==> src/lps_pkg.sv <==
`default_nettype none

package lps_pkg;

    // Payload and datapath widths
    localparam int CMD_W      = 2;
    localparam int SLOT_W     = 6;
    localparam int COLOR_W    = 24;
    localparam int PIX_W      = 10;
    localparam int CFG_IDX_W  = 3;
    localparam int CFG_DATA_W = 11;
    localparam int LEDS_W     = 11;
    localparam int PLEN_W     = 7;
    localparam int OFS_W      = 12;
    localparam int SW         = 14;   // signed working width for offsets and slots
    localparam int QUO_W      = 19;   // dividend / quotient width
    localparam int DIV_W      = 11;   // divisor / remainder width
    localparam int CNT_W      = 5;    // divider step counter

    typedef enum logic [CMD_W-1:0] {
        CMD_LOAD   = 2'd0,
        CMD_RENDER = 2'd1,
        CMD_TICK   = 2'd2
    } t_cmd;

    typedef enum logic [1:0] {
        MODE_ONCE    = 2'd0,
        MODE_REPEAT  = 2'd1,
        MODE_STRETCH = 2'd2
    } t_mode;

    typedef enum logic [CFG_IDX_W-1:0] {
        REG_DRAW_MODE      = 3'd0,
        REG_PING_PONG      = 3'd1,
        REG_START_DIR      = 3'd2,
        REG_LED_COUNT      = 3'd3,
        REG_PATTERN_LENGTH = 3'd4
    } t_reg;

    typedef enum logic [2:0] {
        ST_IDLE,
        ST_PREP,
        ST_DIV,
        ST_INDEX,
        ST_EMIT
    } t_state;

    // Controller to datapath
    typedef struct packed {
        logic load;       // write table slot, clear offset
        logic tick;       // step the offset
        logic capture;    // latch pixel index of a render beat
        logic prep;       // latch black flag, set up division
        logic div_start;  // launch the divider
        logic index;      // form slot, issue table read
        logic emit;       // load the output color register
    } t_dp_cmd;

    // Datapath to controller
    typedef struct packed {
        logic need_div;
        logic div_done;
    } t_dp_sts;

endpackage

`default_nettype wire

==> src/lps_div.sv <==
`default_nettype none

module lps_div
    import lps_pkg::*;
(
    input  wire logic             i_clk,
    input  wire logic             i_rst_n,
    input  wire logic             i_start,
    input  wire logic [QUO_W-1:0] i_dividend,
    input  wire logic [DIV_W-1:0] i_divisor,
    output logic                  o_done,
    output logic [QUO_W-1:0]      o_quotient,
    output logic [DIV_W-1:0]      o_remainder
);

    logic             r_busy;
    logic [CNT_W-1:0] r_cnt;
    logic [QUO_W-1:0] r_quo;
    logic [DIV_W-1:0] r_rem;
    logic [DIV_W-1:0] r_div;

    logic [DIV_W:0]   shifted;
    logic             ge;
    logic [DIV_W:0]   diff;

    // Restoring division, one quotient bit per cycle
    always_comb begin
        shifted = {r_rem, r_quo[QUO_W-1]};
        ge      = shifted >= {1'b0, r_div};
        diff    = shifted - {1'b0, r_div};
    end

    always_ff @(posedge i_clk) begin
        if (!i_rst_n) begin
            r_busy <= 1'b0;
            r_cnt  <= '0;
        end else if (i_start) begin
            r_busy <= 1'b1;
            r_cnt  <= CNT_W'(QUO_W);
        end else if (r_busy) begin
            r_cnt <= r_cnt - 1'b1;
            if (r_cnt == CNT_W'(1)) begin
                r_busy <= 1'b0;
            end
        end
    end

    always_ff @(posedge i_clk) begin
        if (i_start) begin
            r_quo <= i_dividend;
            r_rem <= '0;
            r_div <= i_divisor;
        end else if (r_busy) begin
            r_quo <= {r_quo[QUO_W-2:0], ge};
            r_rem <= ge ? diff[DIV_W-1:0] : shifted[DIV_W-1:0];
        end
    end

    assign o_done      = r_busy && (r_cnt == CNT_W'(1));
    assign o_quotient  = r_quo;
    assign o_remainder = r_rem;

endmodule

`default_nettype wire

==> src/lps_dp.sv <==
`default_nettype none

module lps_dp
    import lps_pkg::*;
#(
    parameter int MAX_LEDS    = 1024,
    parameter int MAX_PATTERN = 64
) (
    input  wire logic                  i_clk,
    input  wire logic                  i_rst_n,
    input  wire logic                  i_cfg_we,
    input  wire logic [CFG_IDX_W-1:0]  i_cfg_index,
    input  wire logic [CFG_DATA_W-1:0] i_cfg_data,
    input  wire logic [SLOT_W-1:0]     i_entry_index,
    input  wire logic [COLOR_W-1:0]    i_entry_color,
    input  wire logic [PIX_W-1:0]      i_pixel_index,
    input  wire t_dp_cmd               i_cmd,
    output t_dp_sts                    o_sts,
    output logic [COLOR_W-1:0]         o_pixel_color
);

    localparam int AW = (MAX_PATTERN > 1) ? $clog2(MAX_PATTERN) : 1;
    localparam logic [12:0] LED_CAP = 13'(MAX_LEDS);
    localparam logic [8:0]  PAT_CAP = 9'(MAX_PATTERN);

    // Configuration and scroll state
    t_mode              r_draw_mode;
    logic               r_ping_pong;
    logic [LEDS_W-1:0]  r_led_count;
    logic [PLEN_W-1:0]  r_pat_len;
    logic [OFS_W-1:0]   r_offset;
    logic               r_dir;

    // Render payload
    logic [PIX_W-1:0]   r_pix;
    logic               r_black;
    logic               r_hit;
    logic [COLOR_W-1:0] r_rdata;
    logic [COLOR_W-1:0] r_color;
    logic [COLOR_W-1:0] r_mem [MAX_PATTERN];

    logic [LEDS_W-1:0]   leds;
    logic [PLEN_W-1:0]   pat;
    logic signed [SW-1:0] t14, pix14, l14, p14;
    logic signed [SW-1:0] x, x_adj;
    logic                out_of_strip;
    logic                black;
    logic                need_div;
    logic [QUO_W-1:0]    product;
    logic [QUO_W-1:0]    dividend;
    logic [DIV_W-1:0]    divisor;
    logic                div_done;
    logic [QUO_W-1:0]    quotient;
    logic [DIV_W-1:0]    remainder;
    logic signed [SW-1:0] k_rep0, k_rep;
    logic                hit;
    logic [AW-1:0]       rd_addr;
    logic [8:0]          wr_slot;
    logic                wr_ok;
    logic signed [SW-1:0] tt, hi, lo;
    logic                nd;
    logic                tick_upd;

    // Saturate sizes into their legal ranges
    always_comb begin
        if (r_led_count == '0) begin
            leds = LEDS_W'(1);
        end else if ({2'b0, r_led_count} > LED_CAP) begin
            leds = LED_CAP[LEDS_W-1:0];
        end else begin
            leds = r_led_count;
        end
        if (r_pat_len == '0) begin
            pat = PLEN_W'(1);
        end else if ({2'b0, r_pat_len} > PAT_CAP) begin
            pat = PAT_CAP[PLEN_W-1:0];
        end else begin
            pat = r_pat_len;
        end
    end

    assign t14   = {{(SW-OFS_W){r_offset[OFS_W-1]}}, r_offset};
    assign pix14 = $signed({{(SW-PIX_W){1'b0}}, r_pix});
    assign l14   = $signed({{(SW-LEDS_W){1'b0}}, leds});
    assign p14   = $signed({{(SW-PLEN_W){1'b0}}, pat});

    // Set up the division for repeat (modulo) and stretch (scale)
    always_comb begin
        x            = pix14 - t14;
        x_adj        = (x < 0) ? x + l14 : x;
        out_of_strip = {1'b0, r_pix} >= leds;
        product      = QUO_W'(x_adj[OFS_W-1:0]) * QUO_W'(pat);
        unique case (r_draw_mode)
            MODE_ONCE: begin
                black    = out_of_strip;
                need_div = 1'b0;
            end
            MODE_REPEAT: begin
                black    = out_of_strip;
                need_div = !out_of_strip;
            end
            MODE_STRETCH: begin
                black    = out_of_strip || (x_adj < 0);
                need_div = !(out_of_strip || (x_adj < 0));
            end
            default: begin
                black    = 1'b1;
                need_div = 1'b0;
            end
        endcase
        if (r_draw_mode == MODE_STRETCH) begin
            dividend = product;
            divisor  = leds;
        end else begin
            dividend = QUO_W'(r_pix);
            divisor  = DIV_W'(pat);
        end
    end

    lps_div u_div (
        .i_clk       (i_clk),
        .i_rst_n     (i_rst_n),
        .i_start     (i_cmd.div_start),
        .i_dividend  (dividend),
        .i_divisor   (divisor),
        .o_done      (div_done),
        .o_quotient  (quotient),
        .o_remainder (remainder)
    );

    // Pick the table slot for the pixel
    always_comb begin
        k_rep0 = $signed({{(SW-DIV_W){1'b0}}, remainder}) - t14;
        k_rep  = (k_rep0 < 0) ? k_rep0 + p14 : k_rep0;
        unique case (r_draw_mode)
            MODE_ONCE: begin
                hit     = (x >= 0) && (x < p14);
                rd_addr = x[AW-1:0];
            end
            MODE_REPEAT: begin
                hit     = (k_rep >= 0) && (k_rep < p14);
                rd_addr = k_rep[AW-1:0];
            end
            MODE_STRETCH: begin
                hit     = quotient < QUO_W'(pat);
                rd_addr = quotient[AW-1:0];
            end
            default: begin
                hit     = 1'b0;
                rd_addr = '0;
            end
        endcase
    end

    assign wr_slot = {3'b0, i_entry_index};
    assign wr_ok   = wr_slot < PAT_CAP;

    always_ff @(posedge i_clk) begin
        if (i_cmd.load && wr_ok) begin
            r_mem[wr_slot[AW-1:0]] <= i_entry_color;
        end
        if (i_cmd.index) begin
            r_rdata <= r_mem[rd_addr];
        end
    end

    // Offset step with bound handling
    always_comb begin
        tt       = t14 + (r_dir ? 14'sd1 : -14'sd1);
        nd       = r_dir;
        tick_upd = 1'b1;
        unique case (r_draw_mode)
            MODE_ONCE: begin
                hi = l14 - p14;
                lo = l14 - p14 - 14'sd1;
            end
            MODE_REPEAT: begin
                hi = p14;
                lo = p14 - 14'sd1;
            end
            MODE_STRETCH: begin
                hi = l14 - 14'sd1;
                lo = l14 - 14'sd1;
            end
            default: begin
                hi       = '0;
                lo       = '0;
                tick_upd = 1'b0;
            end
        endcase
        if (tt >= hi) begin
            if (r_ping_pong) begin
                nd = !nd;
            end else begin
                tt = '0;
            end
        end
        if (tt < 0) begin
            if (r_ping_pong) begin
                tt = 14'sd1;
                nd = !nd;
            end else begin
                tt = lo;
            end
        end
    end

    always_ff @(posedge i_clk) begin
        if (!i_rst_n) begin
            r_draw_mode <= MODE_ONCE;
            r_ping_pong <= 1'b1;
            r_led_count <= LEDS_W'(60);
            r_pat_len   <= PLEN_W'(1);
            r_offset    <= '0;
            r_dir       <= 1'b0;
        end else begin
            if (i_cfg_we) begin
                unique case (t_reg'(i_cfg_index))
                    REG_DRAW_MODE: begin
                        r_draw_mode <= t_mode'(i_cfg_data[1:0]);
                        r_offset    <= '0;
                    end
                    REG_PING_PONG:      r_ping_pong <= i_cfg_data[0];
                    REG_START_DIR:      r_dir       <= i_cfg_data[0];
                    REG_LED_COUNT:      r_led_count <= i_cfg_data;
                    REG_PATTERN_LENGTH: r_pat_len   <= i_cfg_data[PLEN_W-1:0];
                    default: ;
                endcase
            end
            if (i_cmd.load) begin
                r_offset <= '0;
            end
            if (i_cmd.tick && tick_upd) begin
                r_offset <= tt[OFS_W-1:0];
                r_dir    <= nd;
            end
        end
    end

    always_ff @(posedge i_clk) begin
        if (i_cmd.capture) begin
            r_pix <= i_pixel_index;
        end
        if (i_cmd.prep) begin
            r_black <= black;
        end
        if (i_cmd.index) begin
            r_hit <= hit && !r_black;
        end
        if (i_cmd.emit) begin
            r_color <= r_hit ? r_rdata : '0;
        end
    end

    assign o_sts.need_div = need_div;
    assign o_sts.div_done = div_done;
    assign o_pixel_color  = r_color;

endmodule

`default_nettype wire

==> src/lps_ctrl.sv <==
`default_nettype none

module lps_ctrl
    import lps_pkg::*;
(
    input  wire logic             i_clk,
    input  wire logic             i_rst_n,
    input  wire logic             i_in_valid,
    input  wire logic [CMD_W-1:0] i_command,
    input  wire logic             i_out_stall,
    input  wire t_dp_sts          i_sts,
    output logic                  o_in_stall,
    output logic                  o_out_valid,
    output t_dp_cmd               o_cmd
);

    t_state r_state, n_state;
    logic   r_out_valid, n_out_valid;

    always_ff @(posedge i_clk) begin
        if (!i_rst_n) begin
            r_state     <= ST_IDLE;
            r_out_valid <= 1'b0;
        end else begin
            r_state     <= n_state;
            r_out_valid <= n_out_valid;
        end
    end

    always_comb begin
        n_state     = r_state;
        o_cmd       = '0;
        n_out_valid = r_out_valid && i_out_stall;
        unique case (r_state)
            ST_IDLE: begin
                if (i_in_valid) begin
                    unique case (t_cmd'(i_command))
                        CMD_LOAD:   o_cmd.load = 1'b1;
                        CMD_TICK:   o_cmd.tick = 1'b1;
                        CMD_RENDER: begin
                            o_cmd.capture = 1'b1;
                            n_state       = ST_PREP;
                        end
                        default: ;
                    endcase
                end
            end
            ST_PREP: begin
                o_cmd.prep = 1'b1;
                if (i_sts.need_div) begin
                    o_cmd.div_start = 1'b1;
                    n_state         = ST_DIV;
                end else begin
                    n_state = ST_INDEX;
                end
            end
            ST_DIV: begin
                if (i_sts.div_done) begin
                    n_state = ST_INDEX;
                end
            end
            ST_INDEX: begin
                o_cmd.index = 1'b1;
                n_state     = ST_EMIT;
            end
            ST_EMIT: begin
                // hold until the output register is free
                if (!r_out_valid || !i_out_stall) begin
                    o_cmd.emit  = 1'b1;
                    n_out_valid = 1'b1;
                    n_state     = ST_IDLE;
                end
            end
            default: n_state = ST_IDLE;
        endcase
    end

    assign o_in_stall  = (r_state != ST_IDLE);
    assign o_out_valid = r_out_valid;

endmodule

`default_nettype wire

==> src/led_pattern_scroller.sv <==
// Render path: prep, slot lookup and output load; repeat and stretch mode also wait
//   on the shared bit-serial divider, which once mode and black pixels skip.
// Throughput: load and tick beats 1 per cycle; a render beat stalls the input
//   until its color is loaded into the output register, which waits out output stalls.
// Reset: synchronous active-low; resets control state, offset, direction and config registers;
//   the pattern table keeps no reset value and needs no clearing pass.
`default_nettype none

module led_pattern_scroller
    import lps_pkg::*;
#(
    parameter int MAX_LEDS    = 1024,
    parameter int MAX_PATTERN = 64
) (
    input  wire logic                  i_clk,
    input  wire logic                  i_rst_n,
    // configuration write port
    input  wire logic                  i_cfg_we,
    input  wire logic [CFG_IDX_W-1:0]  i_cfg_index,
    input  wire logic [CFG_DATA_W-1:0] i_cfg_data,
    // input channel
    input  wire logic                  i_in_valid,
    output logic                       o_in_stall,
    input  wire logic [CMD_W-1:0]      i_command,
    input  wire logic [SLOT_W-1:0]     i_entry_index,
    input  wire logic [COLOR_W-1:0]    i_entry_color,
    input  wire logic [PIX_W-1:0]      i_pixel_index,
    // output channel
    output logic                       o_out_valid,
    input  wire logic                  i_out_stall,
    output logic [COLOR_W-1:0]         o_pixel_color
);

    // The controller sequences one render beat through prep, divide (when needed),
    // slot lookup and output load. Load and tick beats finish in the accept cycle.
    t_dp_cmd dp_cmd;
    t_dp_sts dp_sts;

    lps_ctrl u_ctrl (
        .i_clk       (i_clk),
        .i_rst_n     (i_rst_n),
        .i_in_valid  (i_in_valid),
        .i_command   (i_command),
        .i_out_stall (i_out_stall),
        .i_sts       (dp_sts),
        .o_in_stall  (o_in_stall),
        .o_out_valid (o_out_valid),
        .o_cmd       (dp_cmd)
    );

    // Datapath: config registers, offset/direction, pattern table,
    // shared divider for both modulo (repeat) and scaling (stretch).
    lps_dp #(
        .MAX_LEDS    (MAX_LEDS),
        .MAX_PATTERN (MAX_PATTERN)
    ) u_dp (
        .i_clk         (i_clk),
        .i_rst_n       (i_rst_n),
        .i_cfg_we      (i_cfg_we),
        .i_cfg_index   (i_cfg_index),
        .i_cfg_data    (i_cfg_data),
        .i_entry_index (i_entry_index),
        .i_entry_color (i_entry_color),
        .i_pixel_index (i_pixel_index),
        .i_cmd         (dp_cmd),
        .o_sts         (dp_sts),
        .o_pixel_color (o_pixel_color)
    );

`ifndef ASSERT_OFF
    // Load the output register only when it is empty or draining
    a_emit_free: assert property (@(posedge i_clk) disable iff (!i_rst_n)
        dp_cmd.emit |-> !(o_out_valid && i_out_stall))
        else $error("color loaded over a held beat");

    // A render beat blocks the input on the next cycle
    a_render_busy: assert property (@(posedge i_clk) disable iff (!i_rst_n)
        (i_in_valid && !o_in_stall && i_command == CMD_RENDER) |=> o_in_stall)
        else $error("render beat did not block input");

    // Load and tick beats leave the input open
    a_short_beat: assert property (@(posedge i_clk) disable iff (!i_rst_n)
        (i_in_valid && !o_in_stall && i_command != CMD_RENDER) |=> !o_in_stall)
        else $error("load or tick beat blocked input");

    // Divider never finishes in the cycle after launch
    a_div_len: assert property (@(posedge i_clk) disable iff (!i_rst_n)
        dp_cmd.div_start |=> !dp_sts.div_done)
        else $error("divider finished too early");
`endif

endmodule

`default_nettype wire
==> config.mk <==
export PLATFORM = sky130hd
export DESIGN_NAME = led_pattern_scroller
export DESIGN_NICKNAME = d
export VERILOG_FILES = /design/src/lps_pkg.sv /design/src/lps_div.sv /design/src/lps_dp.sv /design/src/lps_ctrl.sv /design/src/led_pattern_scroller.sv
export SDC_FILE = /design/constraint.sdc
export NUM_CORES = 2
export LEC_CHECK = 0
export BUFFER_PORTS_ARGS = -buffer_cell sky130_fd_sc_hd__buf_2
export CAP_MARGIN = 5
export CORE_UTILIZATION = 50
export CTS_BUF_LIST = sky130_fd_sc_hd__clkbuf_8
export CTS_CLUSTER_SIZE = 25
export DETAILED_ROUTE_END_ITERATION = 16
export PLACE_DENSITY_LB_ADDON = 0.15
export SYNTH_ARGS = -nofsm -noshare
export SYNTH_HDL_FRONTEND = slang
export SYNTH_SLANG_ARGS = --single-unit
==> constraint.sdc <==
create_clock -name i_clk -period 8.7 [get_ports i_clk]
set_input_delay 0.435 -clock i_clk [delete_from_list [all_inputs] [get_ports i_clk]]
set_output_delay 0.435 -clock i_clk [all_outputs]
set_load 0.03 [all_outputs]
Word level (Yosys, flattened, before mapping)
Memories as Yosys holds them, arrays and structs flattened. A register that Yosys moved wholly into a read port is not among the register bits.
Cells that the tools add are included.
W data, S select, Z words.

word-level totals
  register bits = 121
  bits in writable memories = 1536
  input bits = 61
  output and inout port bits = 26
  memories = 1

memory list
  name        depth  width  read ports  clocked after Yosys merged registers in  wr ports  line          RTL
  u_dp.r_mem  64     24     1           1                                        1         lps_dp.sv:40  logic [COLOR_W-1:0] r_mem [MAX_PATTERN];

cells by class
  add/sub/neg operators = 11
  $mul = 1
  magnitude comparators = 15
  eq/ne operators = 17
  muxes and demuxes = 59
  bitwise operators = 1
  reduce and logical (&&, ||, !) cells = 38

operators by type and width
  operator               number
  $mux W12               6
  $mux W14               5
  $mux W19               3
  $pmux W14 S3           1
  $pmux W12 S3           1
  $mux W11               3
  $lt A14 B1 Y1 const B  2
  $lt A13 B1 Y1 const B  2
  $mux W1                23
  $mux W7                3
  $lt A19 B7 Y1          1
  $mul A12 B7 Y19        1
  $mux W3                6
  $pmux W6 S3            1
  $pmux W3 S5            1
  $add A12 B14 Y14       1
  $add A13 B12 Y14       1
  $add A13 B8 Y14        1
  $ge A14 B1 Y1 const B  1
  $ge A14 B14 Y1         1
  $lt A14 B8 Y1          1
  $ge A13 B1 Y1 const B  1
  $lt A13 B8 Y1          1
  $sub A11 B12 Y13       1
  38 further kinds       74

Logic depth before layout (Yosys ltp)
  word-level depth = 12
  mapped depth = 34
  depth with buffers taken out = 34

Hierarchy
Synthesis repeated with hierarchy kept, for this count alone.

second synthesis, totals
  cell total of the unflattened synthesis = 6011
  area, all modules = 75057.0 um^2

by module, submodules not included
  module    instances  cells an instance  area each (um^2)
  lps_dp    1          5765               72291.8
  lps_div   1          219                2527.4
  lps_ctrl  1          27                 237.7

Worst setup path after synthesis
Ideal clock, no wire load.

  path kind = reg-to-reg
  start = reg u_dp.r_pix[1]
  end = reg u_dp.u_div.r_quo[17] (netlist: u_dp.u_div.o_quotient[17]), data pin
  arrival time = 7.103 ns
  data required time = 8.438 ns
  path slack = 1.334 ns
  stages on the path, launching flop included = 31
  buffers on the path = 0
  path through = edfxtp_1 > ha_1 > nor2b_1 > o31a_1 > o21ai_0 > nand2b_1 > xor2_1 > ha_1 > or3_1 > o21ai_0 > a21oi_1 > a21o_1 > a21oi_1 > xor2_1 > o31ai_1 > fa_1 > fa_1 > fa_1 > inv_1 > fa_1 > inv_1 > ha_1 > and3_1 > a31oi_1 > a21oi_1 > a21o_1 > a21o_1 > a21o_1 > a21oi_1 > xor2_1 > o22ai_1

on the way
  word-level cells in the longest chain between the ends = 10

ends and longest elaborated chain
  item                                                     line           RTL
  start, declared                                          lps_dp.sv:35   logic [PIX_W-1:0] r_pix;
  start signal, assigned                                   lps_dp.sv:242  r_pix <= i_pixel_index;
  branches (longest 9 deep; another with $mul A12 B7 Y19)  -
  $mux W19 (*)                                             lps_div.sv:49  if (i_start) begin
  end signal, assigned                                     lps_div.sv:50  r_quo <= i_dividend;
  end signal, assigned                                     lps_div.sv:54  r_quo <= {r_quo[QUO_W-2:0], ge};
  end, declared                                            lps_div.sv:18  logic [QUO_W-1:0] r_quo;

Every way passes the cells marked *.
A chain may end at the register's enable or synchronous reset.

Worst setup path in the final report
  start = reg u_dp.r_offset[1]
  end = reg u_dp.u_div.r_quo[17] (netlist: u_dp.u_div.o_quotient[17]), data pin

on the way
  word-level cells in the longest chain between the ends = 10

ends and longest elaborated chain
  item                                                     line           RTL
  start, declared                                          lps_dp.sv:31   logic [OFS_W-1:0] r_offset;
  start signal, assigned                                   lps_dp.sv:234  r_offset <= tt[OFS_W-1:0];
  $sub A11 B12 Y13 (*)                                     lps_dp.sv:89   x = pix14 - t14;
  $add A13 B12 Y14 or $lt A13 B1 Y1 (tied branches)        lps_dp.sv:90   x_adj = (x < 0) ? x + l14 : x;
  $mux W14 (*)                                             lps_dp.sv:90
  branches (longest 6 deep; another with $mul A12 B7 Y19)  -
  $mux W19 (*)                                             lps_div.sv:49

Marked as above.

==> results.sh <==
export IMPL_syn_area_mm2=0.0742
export IMPL_synth_edff_count=1626
export IMPL_place_ws_ns=0.554
export IMPL_avgRoutedWirePerCell_um=26.8
export IMPL_yosys_top_cells_area="edfxtp_1 66%, nand2_1 4.2%, ha_1 2.6%"
export IMPL_design_final_nets=6360
export IMPL_setup_ws_ns=0.572
export IMPL_finalHoldViolCount=0
export IMPL_num_vias=50300
export IMPL_fin_area_mm2=0.0828
export IMPL_grt_pass1_wl_mm=322
export IMPL_ys_seq_elements=1681
export IMPL_skew_ns=0.0769
export IMPL_avgSynthCellArea_um2=12.7
export IMPL_clock_latency_ns=1.00
export IMPL_synthCells=5861
export IMPL_vias_per_cell=6.12
export IMPL_hold_path_class="input port to register"
export IMPL_max_freq_mhz=123
export IMPL_setup_viol=0
export IMPL_worst_slew_margin_rel_pct=16.7
export IMPL_period_minus_slack_ns=8.13
export IMPL_crit_path_max_fanout=7
export IMPL_netlist_top_cells_count="1626 x edfxtp_1, 827 x nand2_1, 420 x nor2_1, 377 x nor3_1, 355 x o21ai_0"
export IMPL_synth_top_cell_area_share_pct=65.8
export IMPL_grt_max_degree=151
export IMPL_ys_flop_type="edfxtp_1"
export IMPL_cts_tree="yes"
export IMPL_h_tree_depth=5
export IMPL_drv_cap=0
export IMPL_clock_path_buffers=4
export IMPL_gp_congestion=0.916
export IMPL_wl_mm=220
export IMPL_numClockSinks=1681
export IMPL_status="finished, final reports clean"
export IMPL_dp_hpwl_mm=126
export IMPL_boundaryPins=87
export IMPL_grt_pass1_vias=48487
export IMPL_worstHoldStart="i_in_valid"
export IMPL_die_area_mm2=0.150
export IMPL_post_dp_cell_area_mm2=0.0775
export IMPL_synth_top_area_cell="edfxtp_1"
export IMPL_ant_nets=0
export IMPL_cts_root_buf="clkbuf_8"
export IMPL_clkTransAtPathRegs_ns=0.05
export IMPL_drt_first_pass_iters=8
export IMPL_die_h_um=387
export IMPL_endpoint_kind="register"
export IMPL_finalNonFillerCells=8213
export IMPL_synth_most_common_cell="edfxtp_1"
export IMPL_required_ns=9.33
export IMPL_crit_path_top_delay_cell="fa_1"
export IMPL_track_usage_pct=29.0
export IMPL_start_util_pct=50.3
export IMPL_ir_drop_mv=0.228
export IMPL_yosysSeqAreaShare_pct=67.3
export IMPL_cts_buffers=296
export IMPL_area_delta_synth_final_pct=11.6
export IMPL_worst_path_largest_cell_delay_ns=0.54
export IMPL_powerDensity_mw_per_mm2=262
export IMPL_synth_warnings=0
export IMPL_place_inst=7687
export IMPL_first_iter_violations=5514
export IMPL_drive_above_1_share_pct=11.5
export IMPL_cts_setup_buffers=0
export IMPL_overflow=0
export IMPL_syn_nets=6130
export IMPL_yosysUniqueCellTypes=83
export IMPL_async_flop_share_pct=0
export IMPL_rr_startpoint="u_dp.r_offset[1]"
export IMPL_rows=141
export IMPL_tightest_slew_ns=1.25
export IMPL_critPathLaunch="u_dp.r_offset[1]"
export IMPL_coreArea_mm2=0.147
export IMPL_leakagePower_nw=29.0
export IMPL_fin_crit_sh_pct=93.4
export IMPL_io_buffers=86
export IMPL_start_kind="register"
export IMPL_path_class="register to register"
export IMPL_utilization_pct=56.2
export IMPL_crit_top_cell="fa_1"
export IMPL_final_setup_tns_ns=0
export IMPL_antenna_found_initial=15
export IMPL_rsz0062_at_grt="false"
export IMPL_final_fill_count=12160
export IMPL_drv_slew=0
export IMPL_die_x_um=387
export IMPL_arrival_ns=8.76
export IMPL_drc=0
## power breakdown
part	switching, mW	internal (mW)
combinational	4.33	1.99
clock	3.11	3.27
sequential	0.0372	8.95
## worst max-delay path, delay by kind of cell (launching register included)
| family | cells | cell delay [ns] |
|---|---|---|
| flops | 1 | 0.33 |
| buf+inv | 3 | 0.31 |
| compound gates | 11 | 2.11 |
| xor+xnor | 3 | 0.44 |
| simple gates | 7 | 1.27 |
| fa+ha+maj | 7 | 2.89 |
| mux | 1 | 0.49 |
## through the flow
stage | hold WS (ns) | total power [mW]
floorplan | 0.449 | 13.1
global placement | 0.464 | 15.3
detailed placement | 0.469 | 15.4
CTS | 0.000237 | 21.7
global route | 0.0885 | 22.6
finish | 0.0950 | 21.7
## routing by layer
| layer | vias to the layer above | wire length, µm | global-route usage, % |
|---|---|---|---|
| li1 | 22407 | - | - |
| met1 | 25081 | 88300 | 39.1 |
| met2 | 2370 | 104000 | 47.1 |
| met4 | 8 | 9630 | 12.8 |
| met5 | - | 46 | 0 |
| met3 | 434 | 17900 | 4.19 |
## timing repair
item                                   in CTS  in global routing
resized for setup                           0                  3
setup endpoints to repair                   0                  3
endpoints found under the hold margin      38                  0
hold buffers                               36                  0
## layout by cell type (no fill, tap or decap), types with 55 or more instances in the layout
| cell type | Yosys | layout |
|---|---|---|
| o21ai_0 | 355 | 355 |
| a21oi_1 | 130 | 128 |
| nor3_1 | 377 | 377 |
| and3_1 | 86 | 86 |
| clkbuf_8 | 0 | 302 |
| a31oi_1 | 69 | 69 |
| fa_1 | 55 | 55 |
| or3_1 | 133 | 133 |
| nand3_1 | 175 | 175 |
| buf_2 | 78 | 86 |
| mux2i_1 | 99 | 98 |
| buf_4 | 3 | 164 |
| inv_1 | 133 | 244 |
| edfxtp_1 | 1626 | 1626 |
| nor2_2 | 0 | 65 |
| nor2_1 | 420 | 350 |
| nand2_1 | 827 | 827 |
| ha_1 | 153 | 151 |
| dfxtp_1 | 55 | 55 |
## worst paths after layout
path	slack, ns	end	cells after the start
worst max-delay path	0.57	u_dp.u_div.o_quotient[17]	32
worst min-delay path	0.09	u_dp.r_dir	6
worst max register to register	0.57	u_dp.u_div.o_quotient[17]	32
worst min register to register	0.47	u_dp.r_offset[5]	2
## area by class of cell
class | count | area (µm²) | area share (%)
clock inverters | 182 | 807 | 0.974
clock buffers | 302 | 4160 | 5.02
multi-input cells | 3673 | 22700 | 27.4
repair buffers | 301 | 2320 | 2.80
well taps | 1930 | 2410 | 2.92
flip-flops and latches | 1681 | 49900 | 60.3
diodes | 6 | 15.0 | 0.0181
inverters | 138 | 518 | 0.625
## sequential cells by signal (all words and copies together), names as in the netlist
| register | flops |
|---|---|
| u_ctrl.o_out_valid | 1 |
| u_ctrl.r_state | 3 |
| u_dp.o_pixel_color | 24 |
| u_dp.r_black | 1 |
| u_dp.r_dir | 1 |
| u_dp.r_draw_mode | 2 |
| u_dp.r_hit | 1 |
| u_dp.r_led_count | 11 |
| u_dp.r_mem | 1536 |
| u_dp.r_offset | 12 |
| u_dp.r_pat_len | 7 |
| u_dp.r_ping_pong | 1 |
| u_dp.r_pix | 10 |
| u_dp.r_rdata | 24 |
| u_dp.u_div.o_quotient | 19 |
| u_dp.u_div.o_remainder | 11 |
| u_dp.u_div.r_busy | 1 |
| u_dp.u_div.r_cnt | 5 |
| u_dp.u_div.r_div | 11 |
## logic make-up (layout without fill, tap and decap cells)
kind of cell	Yosys count	count (layout)	share of synthesized area [%]
buffers and inverters	507	923	2.71
multiplexers	124	124	2.08
flip-flops	1681	1681	67.3
adder cells (fa/ha/maj)	210	210	4.09
AO/OA/AOI/OAI	993	993	8.80
AND/OR/NAND/NOR	2262	2262	14.1
XOR/XNOR	84	84	1.01
other	0	6	0
Power figures use the tool's default switching activity.
